**src/rtl/swrtk_pkg.sv**
```systemverilog
// Shared types and constants for the LIFO stack with reverse-top-K.
// No dependencies.
package swrtk_pkg;

    localparam int DEPTH   = 16;
    localparam int ADDR_W  = $clog2(DEPTH);
    localparam int FILL_W  = $clog2(DEPTH + 1);
    localparam int COUNT_W = 5;
    localparam int CMP_W   = (FILL_W > COUNT_W) ? FILL_W : COUNT_W;
    localparam int WORD_W  = 32;

    typedef enum logic [1:0] {
        ACT_PUSH = 2'd0,
        ACT_POP  = 2'd1,
        ACT_DUMP = 2'd2,
        ACT_REV  = 2'd3
    } action_t;

    typedef enum logic [2:0] {
        ST_OK        = 3'd0,
        ST_OVERFLOW  = 3'd1,
        ST_UNDERFLOW = 3'd2,
        ST_SHORT     = 3'd3,
        ST_EMPTY     = 3'd4
    } status_t;

    typedef struct packed {
        logic [1:0]               action;
        logic signed [WORD_W-1:0] value;
        logic [COUNT_W-1:0]       count;
    } cmd_beat_t;

    typedef struct packed {
        logic [2:0]               status;
        logic signed [WORD_W-1:0] data;
        logic                     last;
    } rsp_beat_t;

endpackage

```
**src/rtl/swrtk_ram.sv**
```systemverilog
// Simple dual-port RAM: one write port, one read port with registered data.
// No dependencies.
module swrtk_ram #(
    parameter int WIDTH   = 32,
    parameter int DEPTH_P = 16
) (
    input  logic                       clk,
    input  logic                       wr_en,
    input  logic [$clog2(DEPTH_P)-1:0] wr_addr,
    input  logic [WIDTH-1:0]           wr_data,
    input  logic                       rd_en,
    input  logic [$clog2(DEPTH_P)-1:0] rd_addr,
    output logic [WIDTH-1:0]           rd_data
);

    logic [WIDTH-1:0] mem [DEPTH_P];

    always_ff @(posedge clk)
    begin
        if (wr_en)
        begin
            mem[wr_addr] <= wr_data;
        end
    end

    always_ff @(posedge clk)
    begin
        if (rd_en)
        begin
            rd_data <= mem[rd_addr];
        end
    end

endmodule

```
**src/rtl/stack_with_reverse_top_k_unit.sv**
```systemverilog
// Flow: push and every single-beat status result go through S_EMIT, pop through its RAM read and
// S_POP, before loading the output register; dump reads its first word, then loads one beat per
// cycle while the output is not stalled; reverse of K >= 2 runs S_REV_RD_LO, then a pass of
// S_REV_RD_HI, S_REV_WR_LO and S_REV_WR_HI for each of floor(K/2) swaps, then S_EMIT.
// Commands are taken one at a time, the next the cycle after the last beat loads.
// Reset clears fill count and control; stack contents stay undefined until written.
module stack_with_reverse_top_k_unit
    import swrtk_pkg::*;
(
    input  logic      clk,
    input  logic      rst_n,
    input  logic      cmd_valid,
    output logic      cmd_stall,
    input  cmd_beat_t cmd,
    output logic      rsp_valid,
    input  logic      rsp_stall,
    output rsp_beat_t rsp
);

    typedef enum logic [7:0] {
        S_IDLE      = 8'b0000_0001,
        S_EMIT      = 8'b0000_0010,
        S_POP       = 8'b0000_0100,
        S_DUMP      = 8'b0000_1000,
        S_REV_RD_LO = 8'b0001_0000,
        S_REV_RD_HI = 8'b0010_0000,
        S_REV_WR_LO = 8'b0100_0000,
        S_REV_WR_HI = 8'b1000_0000
    } state_t;

    state_t              state_reg, state_next;
    logic [FILL_W-1:0]   fill_reg, fill_next;
    logic [ADDR_W-1:0]   lo_reg, lo_next;
    logic [ADDR_W-1:0]   hi_reg, hi_next;
    logic [ADDR_W-1:0]   idx_reg, idx_next;
    logic [WORD_W-1:0]   tmp_reg, tmp_next;
    status_t             res_status_reg, res_status_next;
    logic                rsp_valid_reg, rsp_valid_next;
    rsp_beat_t           rsp_reg, rsp_next;

    logic                wr_en;
    logic [ADDR_W-1:0]   wr_addr;
    logic [WORD_W-1:0]   wr_data;
    logic                rd_en;
    logic [ADDR_W-1:0]   rd_addr;
    logic [WORD_W-1:0]   rd_data;

    logic                emit;
    rsp_beat_t           emit_beat;
    logic                slot_free;
    logic                full;
    logic                empty;
    logic [CMP_W-1:0]    fill_ext;
    logic [CMP_W-1:0]    cnt_ext;
    logic                dump_last;
    logic                rev_more;

    swrtk_ram #(
        .WIDTH   (WORD_W),
        .DEPTH_P (DEPTH)
    ) u_ram (
        .clk     (clk),
        .wr_en   (wr_en),
        .wr_addr (wr_addr),
        .wr_data (wr_data),
        .rd_en   (rd_en),
        .rd_addr (rd_addr),
        .rd_data (rd_data)
    );

    assign slot_free = !rsp_valid_reg || !rsp_stall;
    assign full      = (fill_reg == FILL_W'(DEPTH));
    assign empty     = (fill_reg == '0);
    assign fill_ext  = CMP_W'(fill_reg);
    assign cnt_ext   = CMP_W'(cmd.count);
    assign dump_last = ((FILL_W'(idx_reg) + FILL_W'(1)) == fill_reg);
    assign rev_more  = (({1'b0, lo_reg} + (ADDR_W + 1)'(2)) < {1'b0, hi_reg});

    assign cmd_stall = (state_reg != S_IDLE);
    assign rsp_valid = rsp_valid_reg;
    assign rsp       = rsp_reg;

    always_comb
    begin
        state_next      = state_reg;
        fill_next       = fill_reg;
        lo_next         = lo_reg;
        hi_next         = hi_reg;
        idx_next        = idx_reg;
        tmp_next        = tmp_reg;
        res_status_next = res_status_reg;
        wr_en           = 1'b0;
        wr_addr         = lo_reg;
        wr_data         = rd_data;
        rd_en           = 1'b0;
        rd_addr         = lo_reg;
        emit            = 1'b0;
        emit_beat       = '{status: ST_OK, data: '0, last: 1'b1};

        unique case (state_reg)
            S_IDLE:
            begin
                if (cmd_valid)
                begin
                    case (cmd.action)
                        ACT_PUSH:
                        begin
                            if (full)
                            begin
                                res_status_next = ST_OVERFLOW;
                            end
                            else
                            begin
                                wr_en           = 1'b1;
                                wr_addr         = fill_reg[ADDR_W-1:0];
                                wr_data         = cmd.value;
                                fill_next       = fill_reg + FILL_W'(1);
                                res_status_next = ST_OK;
                            end
                            state_next = S_EMIT;
                        end
                        ACT_POP:
                        begin
                            if (empty)
                            begin
                                res_status_next = ST_UNDERFLOW;
                                state_next      = S_EMIT;
                            end
                            else
                            begin
                                rd_en      = 1'b1;
                                rd_addr    = ADDR_W'(fill_reg - FILL_W'(1));
                                fill_next  = fill_reg - FILL_W'(1);
                                state_next = S_POP;
                            end
                        end
                        ACT_DUMP:
                        begin
                            if (empty)
                            begin
                                res_status_next = ST_EMPTY;
                                state_next      = S_EMIT;
                            end
                            else
                            begin
                                rd_en      = 1'b1;
                                rd_addr    = '0;
                                idx_next   = '0;
                                state_next = S_DUMP;
                            end
                        end
                        ACT_REV:
                        begin
                            if (cnt_ext > fill_ext)
                            begin
                                res_status_next = ST_SHORT;
                                state_next      = S_EMIT;
                            end
                            else if (cnt_ext < CMP_W'(2))
                            begin
                                res_status_next = ST_OK;
                                state_next      = S_EMIT;
                            end
                            else
                            begin
                                lo_next    = ADDR_W'(fill_ext - cnt_ext);
                                hi_next    = ADDR_W'(fill_reg - FILL_W'(1));
                                state_next = S_REV_RD_LO;
                            end
                        end
                        default:
                        begin
                            state_next = S_IDLE;
                        end
                    endcase
                end
            end
            S_EMIT:
            begin
                if (slot_free)
                begin
                    emit             = 1'b1;
                    emit_beat.status = res_status_reg;
                    state_next       = S_IDLE;
                end
            end
            S_POP:
            begin
                if (slot_free)
                begin
                    emit           = 1'b1;
                    emit_beat.data = rd_data;
                    state_next     = S_IDLE;
                end
            end
            S_DUMP:
            begin
                if (slot_free)
                begin
                    emit           = 1'b1;
                    emit_beat.data = rd_data;
                    emit_beat.last = dump_last;
                    if (dump_last)
                    begin
                        state_next = S_IDLE;
                    end
                    else
                    begin
                        idx_next = idx_reg + ADDR_W'(1);
                        rd_en    = 1'b1;
                        rd_addr  = idx_reg + ADDR_W'(1);
                    end
                end
            end
            S_REV_RD_LO:
            begin
                rd_en      = 1'b1;
                rd_addr    = lo_reg;
                state_next = S_REV_RD_HI;
            end
            S_REV_RD_HI:
            begin
                rd_en      = 1'b1;
                rd_addr    = hi_reg;
                tmp_next   = rd_data;
                state_next = S_REV_WR_LO;
            end
            S_REV_WR_LO:
            begin
                wr_en      = 1'b1;
                wr_addr    = lo_reg;
                wr_data    = rd_data;
                state_next = S_REV_WR_HI;
            end
            S_REV_WR_HI:
            begin
                wr_en   = 1'b1;
                wr_addr = hi_reg;
                wr_data = tmp_reg;
                if (rev_more)
                begin
                    lo_next    = lo_reg + ADDR_W'(1);
                    hi_next    = hi_reg - ADDR_W'(1);
                    rd_en      = 1'b1;
                    rd_addr    = lo_reg + ADDR_W'(1);
                    state_next = S_REV_RD_HI;
                end
                else
                begin
                    res_status_next = ST_OK;
                    state_next      = S_EMIT;
                end
            end
            default:
            begin
                state_next = S_IDLE;
            end
        endcase
    end

    always_comb
    begin
        if (emit)
        begin
            rsp_valid_next = 1'b1;
            rsp_next       = emit_beat;
        end
        else
        begin
            rsp_valid_next = rsp_valid_reg && rsp_stall;
            rsp_next       = rsp_reg;
        end
    end

    always_ff @(posedge clk or negedge rst_n)
    begin
        if (!rst_n)
        begin
            state_reg     <= S_IDLE;
            fill_reg      <= '0;
            rsp_valid_reg <= 1'b0;
        end
        else
        begin
            state_reg     <= state_next;
            fill_reg      <= fill_next;
            rsp_valid_reg <= rsp_valid_next;
        end
    end

    always_ff @(posedge clk)
    begin
        lo_reg         <= lo_next;
        hi_reg         <= hi_next;
        idx_reg        <= idx_next;
        tmp_reg        <= tmp_next;
        res_status_reg <= res_status_next;
        rsp_reg        <= rsp_next;
    end

`ifndef SYNTHESIS
    a_fill_bound: assert property (@(posedge clk) disable iff (!rst_n)
        fill_reg <= FILL_W'(DEPTH))
        else $error("fill count above depth");

    a_not_last_is_dump: assert property (@(posedge clk) disable iff (!rst_n)
        (rsp_valid && !rsp.last) |-> (rsp.status == ST_OK))
        else $error("non-final beat with error status");

    a_push_grows: assert property (@(posedge clk) disable iff (!rst_n)
        (cmd_valid && !cmd_stall && cmd.action == ACT_PUSH && !full)
        |=> (fill_reg == $past(fill_reg) + FILL_W'(1)))
        else $error("push did not grow the stack");

    a_rev_order: assert property (@(posedge clk) disable iff (!rst_n)
        (state_reg == S_REV_RD_LO || state_reg == S_REV_RD_HI
         || state_reg == S_REV_WR_LO || state_reg == S_REV_WR_HI)
        |-> (lo_reg < hi_reg))
        else $error("swap pointers crossed");
`endif

endmodule
```
**config.mk**
```make
export PLATFORM = sky130hd
export DESIGN_NAME = stack_with_reverse_top_k_unit
export DESIGN_NICKNAME = d
export VERILOG_FILES = /design/src/rtl/swrtk_pkg.sv /design/src/rtl/swrtk_ram.sv /design/src/rtl/stack_with_reverse_top_k_unit.sv
export SDC_FILE = /design/constraint.sdc
export NUM_CORES = 1
export LEC_CHECK = 0
export BUFFER_PORTS_ARGS = -buffer_cell sky130_fd_sc_hd__buf_2
export CAP_MARGIN = 20
export CORE_MARGIN = 8
export CORE_UTILIZATION = 50
export DETAILED_ROUTE_END_ITERATION = 8
export PLACE_DENSITY_LB_ADDON = 0.08
export SLEW_MARGIN = 20
export SYNTH_ARGS = -nofsm -noshare
export SYNTH_HDL_FRONTEND = slang
export SYNTH_SLANG_ARGS = --single-unit
export TNS_END_PERCENT = 20
```
**constraint.sdc**
```tcl
create_clock -name clk -period 11.7 [get_ports clk]
set_input_delay 0.585 -clock clk [delete_from_list [all_inputs] [get_ports clk]]
set_output_delay 0.585 -clock clk [all_outputs]
set_load 0.02 [all_outputs]
```
==> results.cfg, run 1 <==
[status]
status = finished clean

[routing]
vias = 14105
via_per_inst = 5.86
drtIter0Drc = 1170
ant_nets = 0
routedWlPerCell_um = 26.0
wl_mm = 62.7
drc_errors = 0
first_pass_iters = 5

[yosys]
synth_area_leaders = edfxtp_1 (73%), mux2i_1 (10%), o22ai_1 (3.1%)
synth_edf_count = 627
synth_commonest_cells = edfxtp_1 (627), mux2i_1 (260), o22ai_1 (129)
synth_top_area_frac = 0.726
synth_top_cell_by_area = edfxtp_1
netlist_area_um2 = 25900
async_flop_share = 0.0218
synth_cell_types = 72
synth_cells = 1573
synth-seq-cells = 641
ys_seq_area_frac = 0.740
synthFlopType = edfxtp_1
synth_area_per_cell_um2 = 16.5
yosysMostFrequentCell = edfxtp_1
syn_nets = 1641
ys.warnings.count = 0

[floorplanning]
fp.coreArea_um2 = 51300
ios = 81
chipHeight_um = 244
num_rows = 83
die_w_um = 244
initial_core_util = 0.505
die_area_um2 = 59400

[timing]
hold_viol = 0
tightest_slew_ps = 1160
relSlewSlack = 0.226
post-route-period-util = 0.472
rsz0062_at_grt = false
whs_ps = 252
fmax_mhz = 181
drv_slew = 0
post-route-min-period_ps = 5520
tns_ps = 0
fin_skew_ps = 25.2
setup_viol = 0

[placement]
place_congestion = 0.786
portBuffers = 80
hpwlAfterDp_mm = 33.9

[worst_setup_path]
worst_setup_path_end_kind = register
path_class = reg2reg
worstSetupStartpointType = register
cp.arrival_ps = 5840
crit_fanout = 25
cp.required_ps = 12020

[pwr]
power_density_nw_per_um2 = 269
p_leak_nw = 10.3
ir_drop_mv = 0.242

[clock_tree]
root_buffer = clkbuf_16
clk_latency_ps = 600
clockBufferDepth = 3
cts_tree = done
cts_made_buffers = 68
path_clk_slew_ps = 60
htree_levels = 3
clkSinkCount = 641
cts_setup_buffers = 0

[global_routing]
overflow = 0
antenna_found_initial = 3
grt.total_usage = 0.209
grt_start_max_net_pins = 137
grt_pass1_wl_mm = 92.7
grt_pass1_vias = 14292

[layout]
n_antenna_cell = 0
final_nets = 1741
largest_reg_flops = 512
drive_gt1_frac = 0.146
fillers = 4001
area_growth_pct = 13.3

[worst_hold_path]
hp-class = in2reg

[run]
drv_cap = 0
## final timing paths
path	start	endpoint	slack, ps	cells past startpoint
setup / recovery	fill_ext[1]	u_ram.rd_data[1]	6180	12
hold / removal	rsp_stall	rsp_valid	250	3
setup reg to reg	fill_ext[1]	u_ram.rd_data[1]	6180	12
hold reg to reg	u_ram.rd_data[28]	tmp_reg[28]	460	0
max in group asynchronous	rst_n	state_reg[0]	10910	2
min in group asynchronous	rst_n	fill_ext[1]	460	2
## where the power goes
part           switching [mW]  total [mW]  leakage, nW  internal (mW)
clock network           0.871        2.15         1.08           1.27
registers               0.113        3.19         5.84           3.08
logic                    1.64        2.56         3.41          0.920
total                    2.63        7.90         10.3           5.28
## stage by stage
stage                     std cells  setup WS, ps   util  total power, mW  cell area (um^2)
after global placement         2282          6270  0.529             5.76             27200
after floorplan                1573          7490      -             5.08             25900
final                          2408          6180  0.573             7.90             29400
after CTS                      2408          6190  0.573             7.96             29400
after detailed placement       2282          6190  0.529             5.81             27200
after global routing           2408          5800  0.573             8.24             29400
## placed cells by master (no fill, tap or decap), types with 23 or more instances in the layout
cell type and count:
ha_1 24, buf_4 31, o22ai_1 129, clkbuf_16 71, and2_1 42, buf_2 80
nand2_1 97, inv_1 23, mux2i_1 260, a22oi_1 38, or4_1 32, nor2_1 29
edfxtp_1 627
## cells by family after synthesis
logic type,synth area share
AOI/OAI and AO/OA,0.0607
xor gates and xnor gates,0.00864
adders and majority gates,0.0124
buffers and inverters,0.0205
DFF,0.740
muxes,0.102
and+or+nand+nor,0.0565
## worst max-delay path: stages (launching register included)
cell and delay [ps]:
dfrtp_1 450, inv_1 210, ha_1 230, nor4b_1 770, nand3_1 220, a311oi_1 300, a211o_1 140, a221oi_2 50
a21oi_4 820, or3_1 920, buf_4 490, o22ai_1 120, or4_1 480
## final cells by class
| cell class | instances | area, um^2 | share of cell area |
|---|---|---|---|
| clock inverter | 38 | 372 | 0.0126 |
| multi-input combinational | 825 | 6390 | 0.217 |
| sequential | 641 | 19200 | 0.653 |
| clock buffer | 87 | 1850 | 0.0628 |
| timing repair buffer | 113 | 663 | 0.0226 |
| tap | 680 | 851 | 0.0289 |
| inverter | 24 | 90.1 | 0.00307 |
## layer usage
metal | track usage | wire length (um)
met1 | 0.287 | 27100
met5 | 0 | 0
met3 | 0.0398 | 4400
met4 | 0.0692 | 1530
met2 | 0.335 | 29600
## timing repair
| item | in CTS | in global routing |
|---|---|---|
| hold buffers | 1 | 0 |
| endpoints found under the hold margin | 13 | 0 |
| gates resized for setup | 0 | 0 |
No activity file was read; power rests on OpenSTA's default activity.
==> inputs of run 2 (changes only) <==
- clock period: 11.7 -> 4.4 ns (I/O delays scaled with it)
==> results.cfg, run 2 (synthesis gave the netlist of run 1 again) <==
[worst_setup_path]
cp_cell_sequence = nor4_2 -> and4b_1 -> and4b_2 -> nor2_4 -> nand2_1 -> nand2_1 -> or2_2 -> nor2_4 -> buf_4
crit_fanout = 23
slowest_delay_ps = 670
worst_setup_path_end_kind = register
path_class = reg2reg
cp_num_buf_inv = 1
worstSetupStartpointType = register
path_delay_family = simple AND/OR/NAND/NOR gates
rr_startpoint = state_reg[2]
cp.required_ps = 4620
worst_r2r_path_depth = 9
crit_slowest_cell = and4b_2
rrSetupSlack_ps = 200
r2r_end = u_ram.mem[0][15]
cp.arrival_ps = 4420

[pwr]
power_density_nw_per_um2 = 707
p_total_mw = 21.2
p_int_mw = 14.1
pwr-share-comb = 0.345
seqPwrFrac = 0.400
pwr-share-clk = 0.254
ir_drop_mv = 0.460
power_switching_mw = 7.08
p_leak_nw = 10.6
netSwitchingFraction = 0.334

[timing]
rsz0062_at_grt = false
relSlewSlack = 0.495
setup_viol = 0
drv_slew = 0
post-route-period-util = 0.955
whs_ps = 47.0
tightest_slew_ps = 756
hold_viol = 0
tns_ps = 0
fin_skew_ps = 14.3
post-route-min-period_ps = 4200
fmax_mhz = 238

[clock_tree]
cts_made_buffers = 67
root_buffer = clkbuf_16
cts_setup_buffers = 0
cts_tree = done
clockBufferDepth = 3
clk_latency_ps = 590
htree_levels = 3
path_clk_slew_ps = 60
clkSinkCount = 641

[global_routing]
overflow = 0
grt_start_max_net_pins = 45
grt.total_usage = 0.216
grt_pass1_vias = 14193
grt_pass1_wl_mm = 94.9
antenna_found_initial = 0

[routing]
via_per_inst = 5.84
top_layer_used = met4
dr_wl_met3_mm = 4.51
wl_mm = 65.0
ant_nets = 0
vias = 14277
wl_met1_mm = 29.1
drtIter0Drc = 1271
routedWlPerCell_um = 26.6
drc_errors = 0
dr_wl_met2_mm = 30.3
first_pass_iters = 5

[floorplanning]
chipHeight_um = 244
ios = 81
fp.coreArea_um2 = 51300
die_w_um = 244
initial_core_util = 0.505
num_rows = 83
die_area_um2 = 59400

[placement]
hpwlAfterDp_mm = 37.6
place_congestion = 0.869
placedCellCount = 2326
portBuffers = 80
place_area_um2 = 27900

[layout]
final_cell_count_no_fill = 2446
final_common_cell = edfxtp_1
area_growth_pct = 15.7
final_area_um2 = 30000
multi_input_area_um2 = 6390
largest_reg_flops = 512
most-common-layout-cells = edfxtp_1 (627), mux2i_1 (260), o22ai_1 (129)
fillers = 3911
ff_latch_area_um2 = 19200
final_nets = 1786
n_antenna_cell = 0
drive_gt1_frac = 0.164

[worst_hold_path]
min_path_cells = 3
hp-class = in2reg
min_from = cmd[37]
min_to = res_status_reg[1]

[status]
status = finished clean

[run]
drv_cap = 0
## run 2: cell types whose count changed in the layout (fill, tap and decap cells not counted), sizes merged
| cell | previous run | this run |
|---|---|---|
| inv | 28 | 24 |
| bufinv | 7 | 4 |
| clkbuf | 87 | 90 |
| clkinv | 26 | 21 |
| clkinvlp | 1 | 2 |
| dlygate4sd3 | 1 | 3 |
| buf | 112 | 156 |
## run 2: how the worst max path moves through the flow
| stage | from | to | slack, ps | cells past startpoint |
|---|---|---|---|---|
| finish | state_reg[2] | u_ram.mem[0][15] | 200 | 9 |
| global route | fill_ext[1] | u_ram.rd_data[30] | 20 | 13 |
| CTS | state_reg[2] | u_ram.mem[2][20] | 250 | 9 |
| detailed placement | state_reg[2] | u_ram.mem[2][15] | 280 | 9 |
| global placement | state_reg[2] | u_ram.mem[2][15] | 310 | 9 |
| floorplan | state_reg[2] | u_ram.mem[0][0] | 190 | 10 |
## run 2: tightest hold or removal path, cell delays in order
cell     delay (ps)
buf_2           120
nand2_1          60
a21oi_1          60
## run 2: layer usage
metal,global-route usage,up-vias
li1,-,6479
met1,0.308,7246
met2,0.334,481
met3,0.0437,71
met4,0.0619,0
met5,0,-
## run 2: cell type report
| cell class | instances | area share |
|---|---|---|
| Multi-Input combinational cell | 825 | 0.213 |
| Clock inverter | 27 | 0.00784 |
| Sequential cell | 641 | 0.639 |
| Inverter | 24 | 0.00300 |
| Timing Repair Buffer | 159 | 0.0475 |
| Tap cell | 680 | 0.0284 |
| Clock buffer | 90 | 0.0609 |
## run 2: what timing repair did
action | in CTS | in global routing
gates resized for setup | 0 | 0
hold buffers | 3 | 0
setup endpoints to repair | 0 | 0
hold endpoints to repair | 16 | 0
## run 2: power groups by stage
stage / Combinational [mW] / Sequential, mW / Clock [mW]
after floorplan: 4.95 / 8.56 / 0
after global placement: 7.26 / 8.60 / 0
after detailed placement: 7.35 / 8.61 / 0
after CTS: 7.35 / 8.49 / 5.50
after global routing: 7.86 / 8.53 / 5.72
final: 7.32 / 8.49 / 5.39
## run 2: per-stage QoR
step                      setup slack [ps]   util
after detailed placement               281  0.544
after CTS                              249  0.585
final                                  199  0.585
after global placement                 305  0.544
after global routing                  17.6  0.585
after floorplan                        191      -
